## src/rtl/bffra_pkg.sv

```systemverilog
// Package for the bitmap first-fit run allocator.
// Holds the payload widths and the sequencer state type; no dependencies.
`default_nettype none

package bffra_pkg;

    // Payload widths of the request and result items.
    localparam int REQ_W   = 10;
    localparam int START_W = 9;
    localparam int GRANT_W = 10;

    // Sequencer states.
    typedef enum logic [1:0] {
        ST_IDLE,
        ST_CMP,
        ST_ADD,
        ST_DONE
    } alloc_state_t;

endpackage : bffra_pkg

`default_nettype wire

```

## src/rtl/bitmap_first_fit_run_allocator.sv

```systemverilog
// Top level of the bitmap first-fit run allocator.
// Depends on bffra_pkg for payload widths and the sequencer state type.
//
// Usage: a request item carries request_blocks, the number of contiguous
// blocks wanted, and the result item gives found, start_block and
// granted_blocks. Both channels use valid/ready; an item moves when valid and
// ready are both high at a rising edge of clk.
//
// Every grant starts at the first free block and claims blocks in order, and
// blocks are never freed, so the in-use blocks always form one run from block
// 0. The usage bitmap is therefore held as a fill count, and a request is
// served as min(request, NUM_BLOCKS - fill), starting at block fill.
//
// The arithmetic is bit serial, least significant bit first, over SER_W bits
// (the wider of the fill count and the request): one pass forms the free
// count and compares it with the request, a second adds the grant to the fill
// count. The result is registered from the done state, and in_ready rises
// with it, so a new item is taken only once the last one has its result. If
// the receiver stalls, the next item is still accepted and worked, then waits
// in its last state until the output register is free. Reset (rst_n low,
// asynchronous) marks every block free and drops out_valid.
`default_nettype none

module bitmap_first_fit_run_allocator
    import bffra_pkg::*;
#(
    parameter int NUM_BLOCKS = 512
) (
    input  wire logic                 clk,
    input  wire logic                 rst_n,
    input  wire logic                 in_valid,
    output logic                      in_ready,
    input  wire logic [REQ_W-1:0]     request_blocks,
    output logic                      out_valid,
    input  wire logic                 out_ready,
    output logic                      found,
    output logic [START_W-1:0]        start_block,
    output logic [GRANT_W-1:0]        granted_blocks
);

    // Width of the fill count, and of the serial datapath.
    localparam int CNT_W  = $clog2(NUM_BLOCKS + 1);
    localparam int SER_W  = (CNT_W > REQ_W) ? CNT_W : REQ_W;
    localparam int BIT_W  = $clog2(SER_W);
    localparam logic [SER_W-1:0] TOTAL    = SER_W'(NUM_BLOCKS);
    localparam logic [BIT_W-1:0] BIT_LAST = BIT_W'(SER_W - 1);

    alloc_state_t           state_reg, state_next;
    logic [BIT_W-1:0]       bit_reg, bit_next;
    logic [SER_W-1:0]       want_reg, want_next;
    logic [SER_W-1:0]       free_reg, free_next;
    logic [SER_W-1:0]       used_reg, used_next;
    logic                   bor_free_reg, bor_free_next;
    logic                   bor_cmp_reg, bor_cmp_next;
    logic                   carry_reg, carry_next;
    logic [START_W-1:0]     start_reg, start_next;
    logic                   out_valid_reg, out_valid_next;
    logic                   found_reg, found_next;
    logic [START_W-1:0]     start_out_reg, start_out_next;
    logic [GRANT_W-1:0]     grant_out_reg, grant_out_next;

    // Serial bit slices.
    logic                   u_bit, w_bit, n_bit, r_bit, f_bit, g_bit, s_bit;
    logic [SER_W-1:0]       grant_full;
    logic                   grant_nz;

    always_ff @(posedge clk or negedge rst_n)
    begin
        if (!rst_n)
        begin
            state_reg     <= ST_IDLE;
            bit_reg       <= '0;
            used_reg      <= '0;
            bor_free_reg  <= 1'b0;
            bor_cmp_reg   <= 1'b0;
            carry_reg     <= 1'b0;
            out_valid_reg <= 1'b0;
        end
        else
        begin
            state_reg     <= state_next;
            bit_reg       <= bit_next;
            used_reg      <= used_next;
            bor_free_reg  <= bor_free_next;
            bor_cmp_reg   <= bor_cmp_next;
            carry_reg     <= carry_next;
            out_valid_reg <= out_valid_next;
        end
    end

    always_ff @(posedge clk)
    begin
        want_reg      <= want_next;
        free_reg      <= free_next;
        start_reg     <= start_next;
        found_reg     <= found_next;
        start_out_reg <= start_out_next;
        grant_out_reg <= grant_out_next;
    end

    always_comb
    begin
        // Bits leaving the shift registers this cycle.
        u_bit = used_reg[0];
        w_bit = want_reg[0];
        n_bit = TOTAL[bit_reg];
        f_bit = free_reg[0];

        // Free blocks: TOTAL - used, one bit per cycle.
        r_bit = n_bit ^ u_bit ^ bor_free_reg;

        // Grant bit: the request when it is below the free count, else the
        // free count.
        g_bit = bor_cmp_reg ? w_bit : f_bit;
        s_bit = u_bit ^ g_bit ^ carry_reg;

        grant_full = bor_cmp_reg ? want_reg : free_reg;
        grant_nz   = |grant_full[GRANT_W-1:0];

        state_next     = state_reg;
        bit_next       = bit_reg;
        want_next      = want_reg;
        free_next      = free_reg;
        used_next      = used_reg;
        bor_free_next  = bor_free_reg;
        bor_cmp_next   = bor_cmp_reg;
        carry_next     = carry_reg;
        start_next     = start_reg;
        found_next     = found_reg;
        start_out_next = start_out_reg;
        grant_out_next = grant_out_reg;

        in_ready       = 1'b0;
        out_valid_next = out_valid_reg && !out_ready;

        case (state_reg)
            ST_IDLE:
            begin
                in_ready = 1'b1;
                bit_next = '0;
                if (in_valid)
                begin
                    want_next     = SER_W'(request_blocks);
                    bor_free_next = 1'b0;
                    bor_cmp_next  = 1'b0;
                    state_next    = ST_CMP;
                end
            end

            ST_CMP:
            begin
                // Form the free count and subtract it from the request; a
                // final borrow means the request is smaller.
                free_next     = {r_bit, free_reg[SER_W-1:1]};
                want_next     = {w_bit, want_reg[SER_W-1:1]};
                used_next     = {u_bit, used_reg[SER_W-1:1]};
                bor_free_next = (!n_bit && u_bit) || (!(n_bit ^ u_bit) && bor_free_reg);
                bor_cmp_next  = (!w_bit && r_bit) || (!(w_bit ^ r_bit) && bor_cmp_reg);
                if (bit_reg == BIT_LAST)
                begin
                    bit_next   = '0;
                    carry_next = 1'b0;
                    state_next = ST_ADD;
                end
                else
                begin
                    bit_next = bit_reg + 1'b1;
                end
            end

            ST_ADD:
            begin
                // The fill count is aligned on the first cycle: it is the
                // first free block.
                if (bit_reg == '0)
                begin
                    start_next = used_reg[START_W-1:0];
                end
                free_next  = {f_bit, free_reg[SER_W-1:1]};
                want_next  = {w_bit, want_reg[SER_W-1:1]};
                used_next  = {s_bit, used_reg[SER_W-1:1]};
                carry_next = (u_bit && g_bit) || (carry_reg && (u_bit ^ g_bit));
                if (bit_reg == BIT_LAST)
                begin
                    bit_next   = '0;
                    state_next = ST_DONE;
                end
                else
                begin
                    bit_next = bit_reg + 1'b1;
                end
            end

            ST_DONE:
            begin
                // Wait here until the output register is free.
                if (!out_valid_reg || out_ready)
                begin
                    out_valid_next = 1'b1;
                    found_next     = grant_nz;
                    start_out_next = grant_nz ? start_reg : '0;
                    grant_out_next = grant_full[GRANT_W-1:0];
                    state_next     = ST_IDLE;
                end
            end

            default:
            begin
                state_next = ST_IDLE;
            end
        endcase
    end

    assign out_valid      = out_valid_reg;
    assign found          = found_reg;
    assign start_block    = start_out_reg;
    assign granted_blocks = grant_out_reg;

endmodule : bitmap_first_fit_run_allocator

`default_nettype wire
```

## config.mk

```make
export PLATFORM = sky130hd
export DESIGN_NAME = bitmap_first_fit_run_allocator
export DESIGN_NICKNAME = d
export VERILOG_FILES = /design/src/rtl/bffra_pkg.sv /design/src/rtl/bitmap_first_fit_run_allocator.sv
export SDC_FILE = /design/constraint.sdc
export NUM_CORES = 1
export LEC_CHECK = 0
export BUFFER_PORTS_ARGS = -buffer_cell sky130_fd_sc_hd__buf_2
export CELL_PAD_IN_SITES_DETAIL_PLACEMENT = 0
export CELL_PAD_IN_SITES_GLOBAL_PLACEMENT = 2
export CORE_MARGIN = 2
export CORE_UTILIZATION = 40
export DETAILED_ROUTE_END_ITERATION = 6
export PLACE_DENSITY = 0.88
export SLEW_MARGIN = 10
export SYNTH_ARGS = -nofsm -noshare
export SYNTH_HDL_FRONTEND = slang
export SYNTH_SLANG_ARGS = --single-unit
export TNS_END_PERCENT = 20
```

## constraint.sdc

```tcl
create_clock -name clk -period 3 [get_ports clk]
set_input_delay 0.15 -clock clk [delete_from_list [all_inputs] [get_ports clk]]
set_output_delay 0.15 -clock clk [all_outputs]
set_load 0.005 [all_outputs]
```

Word-level counts from Yosys, hierarchy flattened
Memories as Yosys holds them, arrays and structs flattened.
Index checks and enable logic that the tools add are counted.
{"block": "totals", "regBits": 69, "mem_bits_ro": 16, "inputBits": 14, "output_inout_bits": 22, "elab_cells": 81, "n_memories": 1}
{"name": "(no name shown)", "depth": 16, "width": 1, "rd": 1, "rd_ports_with_merged_regs": 0, "wr": 0, "line_no": "bitmap_first_fit_run_allocator.sv:106", "text": "n_bit = TOTAL[bit_reg];"}
{"block": "classes", "n_addsub": 1, "magnitude_cmp": 1, "n_eq_ne": 8, "n_mux": 22, "bitwise_logic": 5, "reduce_logical": 30}
{"cell": "10-bit case mux with 2 select lines", "count": 3}
{"cell": "10-bit two-way mux", "count": 2}
{"cell": "2-bit AND reduction", "count": 5}
{"cell": "10-bit OR reduction", "count": 1}
{"cell": "2-bit two-way mux", "count": 4}
{"cell": "2-bit inequality test (second input constant)", "count": 4}
{"cell": "2-bit case mux with 4 select lines", "count": 1}
{"cell": "4-bit case mux with 2 select lines", "count": 1}
{"cell": "1-bit logical AND", "count": 7}
{"cell": "1-bit two-way mux", "count": 7}
{"cell": "1-bit logical NOT", "count": 6}
{"cell": "1-bit case mux with 2 select lines", "count": 3}
{"cell": "2-bit nonzero test", "count": 3}
{"cell": "4-bit by 5-bit < comparator with 1-bit output (second input constant)", "count": 1}
{"cell": "1-bit bitwise XOR", "count": 5}
{"cell": "4-bit by 1-bit adder with 4-bit output (second input constant)", "count": 1}
{"cell": "2-bit equality test (second input constant)", "count": 2}
{"cell": "4-bit equality test (second input constant)", "count": 1}
{"cell": "4-bit logical NOT", "count": 1}
{"cell": "1-bit logical OR", "count": 4}
{"cell": "4-bit two-way mux", "count": 1}
{"cell": "4-bit AND reduction", "count": 1}
{"cell": "2-bit by 1-bit equality test with 1-bit output (second input constant)", "count": 1}
{"cell": "2-bit logical NOT", "count": 1}
{"cell": "2-bit OR reduction", "count": 1}

Logic depth before layout (Yosys ltp)
Gate-level depths: netlist (run 1).
{"block": "logic_depth", "depth_word": 9, "ltp_mapped": 7, "mapped_depth_nobuf": 7}

Worst setup path after synthesis (run 1)
OpenSTA, ideal clock, no wires.
{"block": "synth_path", "path_kind": "reg-to-reg", "from": "register state_reg[0]", "to": "register start_reg[0] (enable)", "setup_ps": 399, "arrival_ps": 1717, "t_required_ps": 2601, "setup_slack_ps": 884, "path_stages_with_launch": 4, "n_path_buf": 0, "synth_period_minus_slack_ps": 2116, "path_cell_list": "dfrtp_1 inv_1 ha_1 nor4bb_1"}
{"block": "synth_between", "elab_chain_len": 2}
{"item": "start: declaration", "line_no": "bitmap_first_fit_run_allocator.sv:48", "text": "alloc_state_t state_reg, state_next;"}
{"item": "start signal: assignment", "line_no": "bitmap_first_fit_run_allocator.sv:81", "text": "state_reg <= state_next;"}
{"item": "2-bit equality test", "line_no": "bitmap_first_fit_run_allocator.sv:136", "text": "case (state_reg)"}
{"item": "2-bit AND reduction (no source line)"}
{"item": "end signal: assignment", "line_no": "bitmap_first_fit_run_allocator.sv:95", "text": "start_reg <= start_next;"}
{"item": "end: declaration", "line_no": "bitmap_first_fit_run_allocator.sv:56", "text": "logic [START_W-1:0] start_reg, start_next;"}
No other way between the ends.
A chain may end at the register's enable or synchronous reset.

Worst setup path in the final report (run 1)
{"block": "layout_path", "from": "register state_reg[0]", "to": "register used_reg[3]"}
{"block": "layout_between", "elab_chain_len": 2, "elab_cells_between_ends": 3, "cone_classes": "eq/ne: 2; reduce/logical: 1"}
{"item": "2-bit equality test or 2-bit by 1-bit equality test with 1-bit output (tied branches)", "line_no": "bitmap_first_fit_run_allocator.sv:136"}
{"item": "2-bit nonzero test (no source line) (*)"}
{"item": "end signal: assignment", "line_no": "bitmap_first_fit_run_allocator.sv:83", "text": "used_reg <= used_next;"}
{"item": "end: declaration", "line_no": "bitmap_first_fit_run_allocator.sv:52", "text": "logic [SER_W-1:0] used_reg, used_next;"}
Mark *: on every way between the ends. The rest lies on a longest branch, timed or not.

==> results of run 1 <==
==> area by class of cell <==
class                      instances  area share [%]
timing repair buffer              41            6.48
clock buffer                       9            3.60
multi-input combinational        107            25.8
clock inverter                     7            1.93
inverter                          12            1.31
tap                               99            3.60
sequential                        69            57.3
==> what timing repair did <==
item                                   in CTS  in global routing
buffers inserted                            0                  0
hold buffers                                1                  0
resized for setup                           0                  0
endpoints found under the hold margin      20                  0
==> worst max-delay path by stage <==
| stage | from | endpoint | slack, ns | cells after the start |
|---|---|---|---|---|
| 2_1_floorplan | state_reg[0]$_DFFE_PN0P_ | start_reg[0]$_DFFE_PP_ | 0.88 | 3 |
| 3_3_place_gp | bor_cmp_reg$_DFFE_PN0P_ | start_block[4]$_SDFFCE_PN0P_ | 0.96 | 4 |
| 3_5_place_dp | state_reg[0]$_DFFE_PN0P_ | used_reg[3]$_DFFE_PN0N_ | 0.91 | 4 |
| 4_1_cts | state_reg[0]$_DFFE_PN0P_ | used_reg[8]$_DFFE_PN0N_ | 0.89 | 4 |
| 5_1_grt | state_reg[0]$_DFFE_PN0P_ | used_reg[3]$_DFFE_PN0N_ | 0.78 | 4 |
| 6_report | state_reg[0]$_DFFE_PN0P_ | used_reg[3]$_DFFE_PN0N_ | 0.91 | 4 |
==> cell families (layout without fill, tap and decap cells) <==
group           count (synthesis)  count (layout)  synth area share, %
mux                            31              31                 11.8
flops                          69              69                 67.2
fa+ha+maj                      11              11                 5.20
simple gates                   41              41                 8.10
buf+inv                        19              69                 2.64
compound gates                 24              24                 5.12
==> layer usage <==
layer,wire [µm],GRT usage (%),vias up
met5,0,0,-
met4,70,5.29,0
met3,215,4.02,5
met2,2230,20.1,35
met1,2180,17.1,806
li1,-,-,807
==> cells in the final DEF, fill, tap and decap left out, drive strengths merged, types with 3 or more instances in the layout <==
master   n
nor2     5
mux2    28
a21oi    5
ha       9
dfrtp   20
buf     40
edfxtp  49
nand2   11
mux2i    3
o21ai   10
clkbuf   9
nand3    3
clkinv   4
and2    10
inv     12
==> worst register-to-register path, delay by kind of cell (launching register included) <==
family | cells | cell delay, ns
fa+ha+maj | 1 | 0.76
buf+inv | 2 | 0.45
flops | 1 | 0.41
mux | 1 | 0.36
==> where the power goes <==
| group | total, mW | switching (mW) | internal, mW |
|---|---|---|---|
| Clock | 0.712 | 0.335 | 0.378 |
| Sequential | 1.92 | 0.289 | 1.63 |
| Combinational | 1.33 | 0.654 | 0.675 |
| Total | 3.96 | 1.28 | 2.68 |
==> summary.txt, run 1 <==
Final layout
  • # diodes: 0
  • Area Growth Syn to Fin: 17.2%
  • Fillers: 626
  • Register area: 0.00197 mm²
  • Non-filler cells, final: 344
  • Total Nets Final: 265
  • Multi-input logic area: 886 µm²
  • Design area: 0.00344 mm²
  • Layout cells sized above 1: 35.1%
  • Final core area utilization: 47.9%

Min path
  • Hold Path Depth: 4
  • Critical hold path startpoint: out_ready
  • Hold EP: out_valid$_DFF_PN0_
  • Hold Crit Class: in2reg

Critical path
  • CP Launch Type: flop
  • Buf/Inv on CP: 2
  • Maximum fanout along the worst path: 18
  • Worst Path Class, Setup: reg2reg
  • Worst-path cell chain: inv_1 > ha_1 > buf_4 > mux2_2
  • Reg-to-Reg End: used_reg[3]$_DFFE_PN0N_
  • CP Capture Type: flop
  • Cell family with most CP delay: adder cells
  • R2R Path Start: state_reg[0]$_DFFE_PN0P_
  • CP required: 3.22 ns
  • Worst reg2reg path depth: 4
  • Worst-path cell with the longest stage delay: ha_1
  • Crit path DAT: 2.31 ns
  • FF-to-FF setup slack: 0.91 ns
  • Critical path's largest stage delay: 0.76 ns

Global route
  • Total GRT Usage: 13.0%
  • Via count of the first global-routing pass: 1582
  • Initial antenna violation count: 0
  • Global-route wire length before repair: 7620 µm
  • Largest net degree at the start of global routing: 21
  • Remaining global-route overflow: 0

Routing
  • Pre-antenna DRT Iters: 4
  • Initial DRC count: 69
  • Drt total wl: 4700 µm
  • Vias/cell: 4.81
  • Total number of vias: 1653
  • DRC: 0
  • Wire length per cell: 13.7 µm
  • Remaining antenna violation count: 0

Timing
  • F_max: 0.479 GHz
  • Setup ws final: 0.911 ns
  • Fin crit period: 2.09 ns
  • Final hold viol count: 0
  • Clock Skew: 0.00168 ns
  • Worst-Margin Slew: 0.714 ns
  • Final Slew Violations: 0
  • Unrepaired setup endpoints after global routing: no
  • Final critical-path share of the clock period: 69.6%
  • Worst hold slack: 0.0992 ns
  • Slew headroom: 52.4%
  • Setup_tns: 0 ns
  • Final setup violation count: 0

Yosys
  • Netlist cell types: 32
  • Share of flip-flops with an asynchronous set or reset: 29.0%
  • #FFs+latches synth: 69
  • Cell taking the most area after synthesis: edfxtp_1
  • Gate Count Post-Synth: 195
  • Post-synth EDFFs: 49
  • Post-synth top area share: 50.1%
  • Largest cells by area after synthesis: edfxtp_1 50%, dfrtp_1 17%, mux2_2 11%
  • Top FF cell, synth: edfxtp_1
  • Yosys warns: 0
  • Syn_nets: 220
  • Syn avg cell area: 15.1 µm²
  • Post-synth top cells: 49 x edfxtp_1, 28 x mux2_2, 20 x dfrtp_1
  • Cell with the most instances after synthesis: edfxtp_1
  • Post-synthesis sequential area ratio: 67.2%
  • Syn Std Cell Area: 0.00294 mm²

Die
  • Core area: 0.00718 mm²
  • Effective utilization at floorplan: 40.9%
  • Die Width: 89.7 µm
  • I/O Pins: 36
  • DIE HEIGHT: 89.7 µm
  • Die ar.: 0.00804 mm²
  • Row count: 31

Clocking
  • Max H-tree Level: 3
  • Clk slew on worst S/H paths: 0.07 ns
  • Num CTS Buffers: 9
  • Clk Latency, worst-skew pair: 0.33 ns
  • CTS tree: yes
  • # clock sinks: 69
  • Max Root-Sink Buffers: 2
  • CTS Root Cell: clkbuf_8

Placed design
  • Port-buffer cells: 35
  • Post-DP HPWL: 3260 µm
  • GPL Wtd Cong: 0.693
  • Post-Place Cell Area: 0.00324 mm²
  • Post-place setup slack: 0.908 ns
  • Post-Place Cells: 327

Pwr
  • P per Cell Area: 1150 mW/mm²
  • Total power: 3.96 mW
  • Peak VDD IR: 0.353 mV
  • Leak Pwr: 1.33 nW

Status
  • Outcome: finished, final reports clean

Job
  • Max cap viols: 0
Note: power is estimated with default switching activity, not from simulation.
==> run 2: changes to the inputs <==
==> constraint.sdc (replaced) <==
create_clock -name clk -period 2.1 [get_ports clk]
set_input_delay 0.105 -clock clk [delete_from_list [all_inputs] [get_ports clk]]
set_output_delay 0.105 -clock clk [all_outputs]
set_load 0.005 [all_outputs]
==> run 2 against run 1 <==
  * Combinational power grew 51%
  * Global-route usage up 0.43 points
  * Sequential cell count unchanged
  * Utilization is 0.70 points higher
  * Cell area increased by 1.5%
  * Final cell count up 0.58%
  * Via count down 1.2%
  * Critical endpoint is now bor_cmp_reg$_DFFE_PN0P_
  * Maximum frequency grew 8.8%
  * Highest routed layer unchanged
  * Hold slack lost 0.071 ns
==> summary.txt, run 2 (synthesis gave the netlist of run 1 again) <==
Critical path
  • Cell family with most CP delay: adder cells
  • CP Capture Type: flop
  • Worst-path cell with the longest stage delay: fa_1
  • CP required: 2.32 ns
  • Worst Path Class, Setup: reg2reg
  • CP Launch Type: flop
  • Maximum fanout along the worst path: 7
  • Buf/Inv on CP: 1
  • Critical path's largest stage delay: 0.50 ns
  • Worst-path cell chain: nand2_1 > fa_1 > inv_1 > ha_1 > a21o_1 > a32oi_1 > o21ai_0
  • Crit path DAT: 2.14 ns

Timing
  • Final hold viol count: 0
  • Unrepaired setup endpoints after global routing: no
  • Worst hold slack: 0.0278 ns
  • Final critical-path share of the clock period: 91.4%
  • Clock Skew: 0.00774 ns
  • Fin crit period: 1.92 ns
  • Slew headroom: 42.0%
  • F_max: 0.521 GHz
  • Final setup violation count: 0
  • Final Slew Violations: 0
  • Worst-Margin Slew: 0.866 ns
  • Setup ws final: 0.180 ns
  • Setup_tns: 0 ns

Clocking
  • Clk Latency, worst-skew pair: 0.34 ns
  • Max H-tree Level: 3
  • Max Root-Sink Buffers: 2
  • Num CTS Buffers: 9
  • CTS-repair resized insts: 0
  • CTS Root Cell: clkbuf_8
  • Clk slew on worst S/H paths: 0.08 ns
  • # clock sinks: 69
  • CTS tree: yes
  • CTS Hold Bufs: 1
  • Post CTS Setup Buffer Count: 0

Die
  • I/O Pins: 36
  • Die Width: 89.7 µm
  • Row count: 31
  • Core area: 0.00718 mm²
  • Effective utilization at floorplan: 40.9%
  • DIE HEIGHT: 89.7 µm
  • Die ar.: 0.00804 mm²

Pwr
  • Leak Pwr: 1.36 nW
  • P per Cell Area: 1670 mW/mm²
  • Peak VDD IR: 0.603 mV

Final layout
  • Multi-input logic area: 892 µm²
  • Design area: 0.00349 mm²
  • Area Growth Syn to Fin: 18.9%
  • Fillers: 609
  • Final core area utilization: 48.6%
  • Commonest non-fill, non-tap cell in the layout: edfxtp_1
  • Total Nets Final: 267
  • Register area: 0.00197 mm²
  • # diodes: 0
  • Layout cells sized above 1: 36.8%
  • Commonest non-fill, non-tap cells in the layout: 49 x edfxtp_1, 35 x buf_2, 28 x mux2_2

Placed design
  • Post-place setup slack: 0.193 ns
  • GPL Wtd Cong: 0.717
  • Post-Place Cell Area: 0.00327 mm²
  • Port-buffer cells: 35
  • Post-DP HPWL: 3340 µm

Min path
  • Hold Crit Class: in2reg

Global route
  • Remaining global-route overflow: 0
  • Global-route wire length before repair: 7760 µm
  • Via count of the first global-routing pass: 1607
  • Total GRT Usage: 13.4%
  • Initial antenna violation count: 0
  • Largest net degree at the start of global routing: 39

Job
  • Max cap viols: 0

Status
  • Outcome: finished, final reports clean

Routing
  • Wire length per cell: 14.0 µm
  • DRC: 0
  • Pre-antenna DRT Iters: 4
  • Initial DRC count: 83
  • Remaining antenna violation count: 0
  • Drt total wl: 4830 µm
  • Total number of vias: 1633
  • Vias/cell: 4.72
run 2: final timing paths:
kind / from / endpoint / slack (ns) / depth (start not counted)
hold / removal: out_ready / out_valid$_DFF_PN0_ / 0.03 / 4
min in group asynchronous: rst_n / used_reg[9]$_DFFE_PN0N_ / 0.24 / 2
setup / recovery: bit_reg[0]$_DFFE_PN0P_ / bor_cmp_reg$_DFFE_PN0P_ / 0.18 / 7
setup reg to reg: bit_reg[0]$_DFFE_PN0P_ / bor_cmp_reg$_DFFE_PN0P_ / 0.18 / 7
hold reg to reg: used_reg[6]$_DFFE_PN0N_ / start_reg[6]$_DFFE_PP_ / 0.47 / 0
max in group asynchronous: rst_n / bor_cmp_reg$_DFFE_PN0P_ / 1.53 / 2
run 2: worst register-to-register path, stage by stage (launching register included):
cell and delay (ns):
dfrtp_1 0.46, nand2_1 0.11, fa_1 0.50, inv_1 0.04
ha_1 0.27, a21o_1 0.18, a32oi_1 0.13, o21ai_0 0.10
run 2: power breakdown:
part           total [mW]  leakage, nW  switching, mW  internal, mW
sequential           2.70        0.706          0.381          2.32
clock                1.11       0.0984          0.540         0.566
combinational        2.01        0.551          0.997          1.02
total                5.82         1.36           1.92          3.90
run 2: final cells by class:
cell class	count	share of cell area (%)
Clock inverter	7	2.37
Multi-Input combinational cell	107	25.6
Timing Repair Buffer	43	7.17
Inverter	12	1.29
Clock buffer	9	3.55
Tap cell	99	3.55
Sequential cell	69	56.5
run 2: per-stage QoR:
| step | instances | total power [mW] |
|---|---|---|
| after floorplan | 195 | 4.08 |
| after global placement | 329 | 4.70 |
| after detailed placement | 329 | 4.78 |
| after CTS | 346 | 5.89 |
| after global routing | 346 | 6.23 |
| final | 346 | 5.82 |
run 2: routing by layer:
| layer | wire length (µm) | GRT usage, % | share of wire (%) |
|---|---|---|---|
| met5 | 0 | 0 | 0 |
| met4 | 65 | 7.33 | 1.3 |
| met3 | 197 | 3.47 | 4.1 |
| met2 | 2370 | 21.5 | 49 |
| met1 | 2200 | 16.6 | 46 |
==> run 3: changes to the inputs <==
--- a/config.mk
+++ b/config.mk
@@ -11,7 +11,7 @@
 export CORE_MARGIN = 2
 export CORE_UTILIZATION = 40
 export DETAILED_ROUTE_END_ITERATION = 6
-export PLACE_DENSITY = 0.88
+export PLACE_DENSITY = 0.74
 export SLEW_MARGIN = 10
 export SYNTH_ARGS = -nofsm -noshare
 export SYNTH_HDL_FRONTEND = slang
==> run 3 against run 2 <==
  * Sequential power about the same
  * Clock-buffer cell count unchanged
  * Clock skew grew 0.0035 ns
  * Total power increased by 1.7%
  * Clock power increased by 7%
  * Die area did not move
  * Global-route usage rose by 0.33 points
  * Utilization grew 0.21 points
  * Hold slack better by 0.011 ns
  * Cell area grew 0.43%
  * Setup slack lost 0.021 ns
==> summary.txt, run 3 (synthesis gave the netlist of run 1 again) <==
Timing
  • Worst hold slack: 0.0385 ns
  • Worst-Margin Slew: 0.856 ns
  • Unrepaired setup endpoints after global routing: no
  • Final Slew Violations: 0
  • F_max: 0.515 GHz
  • Setup ws final: 0.158 ns
  • Fin crit period: 1.94 ns
  • Slew headroom: 42.7%
  • Final critical-path share of the clock period: 92.5%
  • Setup_tns: 0 ns
  • Final setup violation count: 0
  • Clock Skew: 0.0113 ns
  • Final hold viol count: 0

Pwr
  • Combinational fraction of design power: 34.0%
  • Flop pwr share: 45.9%
  • Leak Pwr: 1.36 nW
  • Internal power: 4.02 mW
  • Switch share: 32.1%
  • P per Cell Area: 1690 mW/mm²
  • Peak VDD IR: 0.838 mV
  • Clk pwr share: 20.1%
  • Total power: 5.92 mW
  • NetSw: 1.90 mW

Routing
  • Initial DRC count: 69
  • Pre-antenna DRT Iters: 4
  • Drt total wl: 4870 µm
  • Total number of vias: 1660
  • Routed met2 length: 2310 µm
  • Wire length per cell: 14.1 µm
  • M1 wire length: 2340 µm
  • Met3 routed WL: 165 µm
  • Vias/cell: 4.80
  • DRC: 0
  • Remaining antenna violation count: 0
  • Uppermost routed layer: met4

Clocking
  • Clk slew on worst S/H paths: 0.08 ns
  • Clk Latency, worst-skew pair: 0.34 ns
  • Max Root-Sink Buffers: 2
  • Max H-tree Level: 3
  • CTS tree: yes
  • # clock sinks: 69
  • Post CTS Setup Buffer Count: 0
  • CTS Root Cell: clkbuf_8
  • Num CTS Buffers: 9

Critical path
  • CP required: 2.07 ns
  • CP Capture Type: flop
  • CP Launch Type: flop
  • Worst Path Class, Setup: reg2reg
  • Maximum fanout along the worst path: 10
  • Reg-to-Reg End: want_reg[1]$_DFFE_PP_
  • Worst reg2reg path depth: 4
  • FF-to-FF setup slack: 0.16 ns
  • R2R Path Start: state_reg[0]$_DFFE_PN0P_
  • Crit path DAT: 1.91 ns

Die
  • Core area: 0.00718 mm²
  • Row count: 31
  • Effective utilization at floorplan: 40.9%
  • DIE HEIGHT: 89.7 µm
  • Die Width: 89.7 µm
  • I/O Pins: 36
  • Die ar.: 0.00804 mm²

Final layout
  • Layout cells sized above 1: 36.8%
  • Non-filler cells, final: 346
  • Design area: 0.00350 mm²
  • Area Growth Syn to Fin: 19.4%
  • # diodes: 0
  • Final core area utilization: 48.8%
  • Commonest non-fill, non-tap cells in the layout: 49 x edfxtp_1, 35 x buf_2, 28 x mux2_2
  • Commonest non-fill, non-tap cell in the layout: edfxtp_1
  • Total Nets Final: 267

Global route
  • Largest net degree at the start of global routing: 33
  • Initial antenna violation count: 0
  • Global-route wire length before repair: 8130 µm
  • Total GRT Usage: 13.8%
  • Via count of the first global-routing pass: 1656
  • Remaining global-route overflow: 0

Status
  • Outcome: finished, final reports clean

Placed design
  • Post-Place Cell Area: 0.00327 mm²
  • Post-Place Cells: 329
  • Post-DP HPWL: 3420 µm
  • Port-buffer cells: 35
  • GPL Wtd Cong: 0.768
  • Post-place setup slack: 0.153 ns

Min path
  • Hold Crit Class: in2reg
  • Critical hold path startpoint: out_ready
  • Hold EP: out_valid$_DFF_PN0_
  • Hold Path Depth: 4

Job
  • Max cap viols: 0
==> run 3: how the worst max path moves through the flow <==
stage,to,from,slack [ns],depth (start not counted)
3_5_place_dp,want_reg[3]$_DFFE_PP_,state_reg[0]$_DFFE_PN0P_,0.15,4
4_1_cts,want_reg[8]$_DFFE_PP_,state_reg[0]$_DFFE_PN0P_,0.16,4
5_1_grt,bor_cmp_reg$_DFFE_PN0P_,bit_reg[0]$_DFFE_PN0P_,0.04,7
3_3_place_gp,bor_cmp_reg$_DFFE_PN0P_,bit_reg[0]$_DFFE_PN0P_,0.21,7
6_report,want_reg[1]$_DFFE_PP_,state_reg[0]$_DFFE_PN0P_,0.16,4
2_1_floorplan,want_reg[1]$_DFFE_PP_,state_reg[0]$_DFFE_PN0P_,0.03,5
==> run 3: per-layer routing <==
layer	up-vias	track usage (%)
li1	813	-
met1	809	18.4
met2	31	20.8
met5	-	0
met3	7	3.29
met4	0	7.33
==> run 3: power groups by stage <==
| stage | Sequential [mW] | Combinational, mW | Clock [mW] |
|---|---|---|---|
| after floorplan | 2.61 | 1.47 | 0 |
| after global placement | 2.75 | 2.02 | 0 |
| after detailed placement | 2.76 | 2.04 | 0 |
| after CTS | 2.73 | 2.06 | 1.22 |
| after global routing | 2.80 | 2.26 | 1.29 |
| final | 2.72 | 2.02 | 1.19 |
==> run 3: repair_timing <==
| item | CTS | global route |
|---|---|---|
| endpoints found under the hold margin | 20 | 0 |
| hold buffers | 1 | 0 |
| resized for setup | 0 | 0 |
==> run 3: critical path, stage by stage (launching register included) <==
cell     delay, ns
dfrtp_1       0.40
inv_1         0.09
ha_1          0.24
nor2b_1       0.18
nor2_1        0.66
==> run 3: final cells by class <==
| class | count | area [µm²] |
|---|---|---|
| clock buffer | 9 | 124 |
| clock inverter | 7 | 97.6 |
| fill | 644 | 3670 |
| inverter | 12 | 45.0 |
| multi-input combinational | 107 | 892 |
| sequential | 69 | 1970 |
| tap | 99 | 124 |
| timing repair buffer | 43 | 250 |
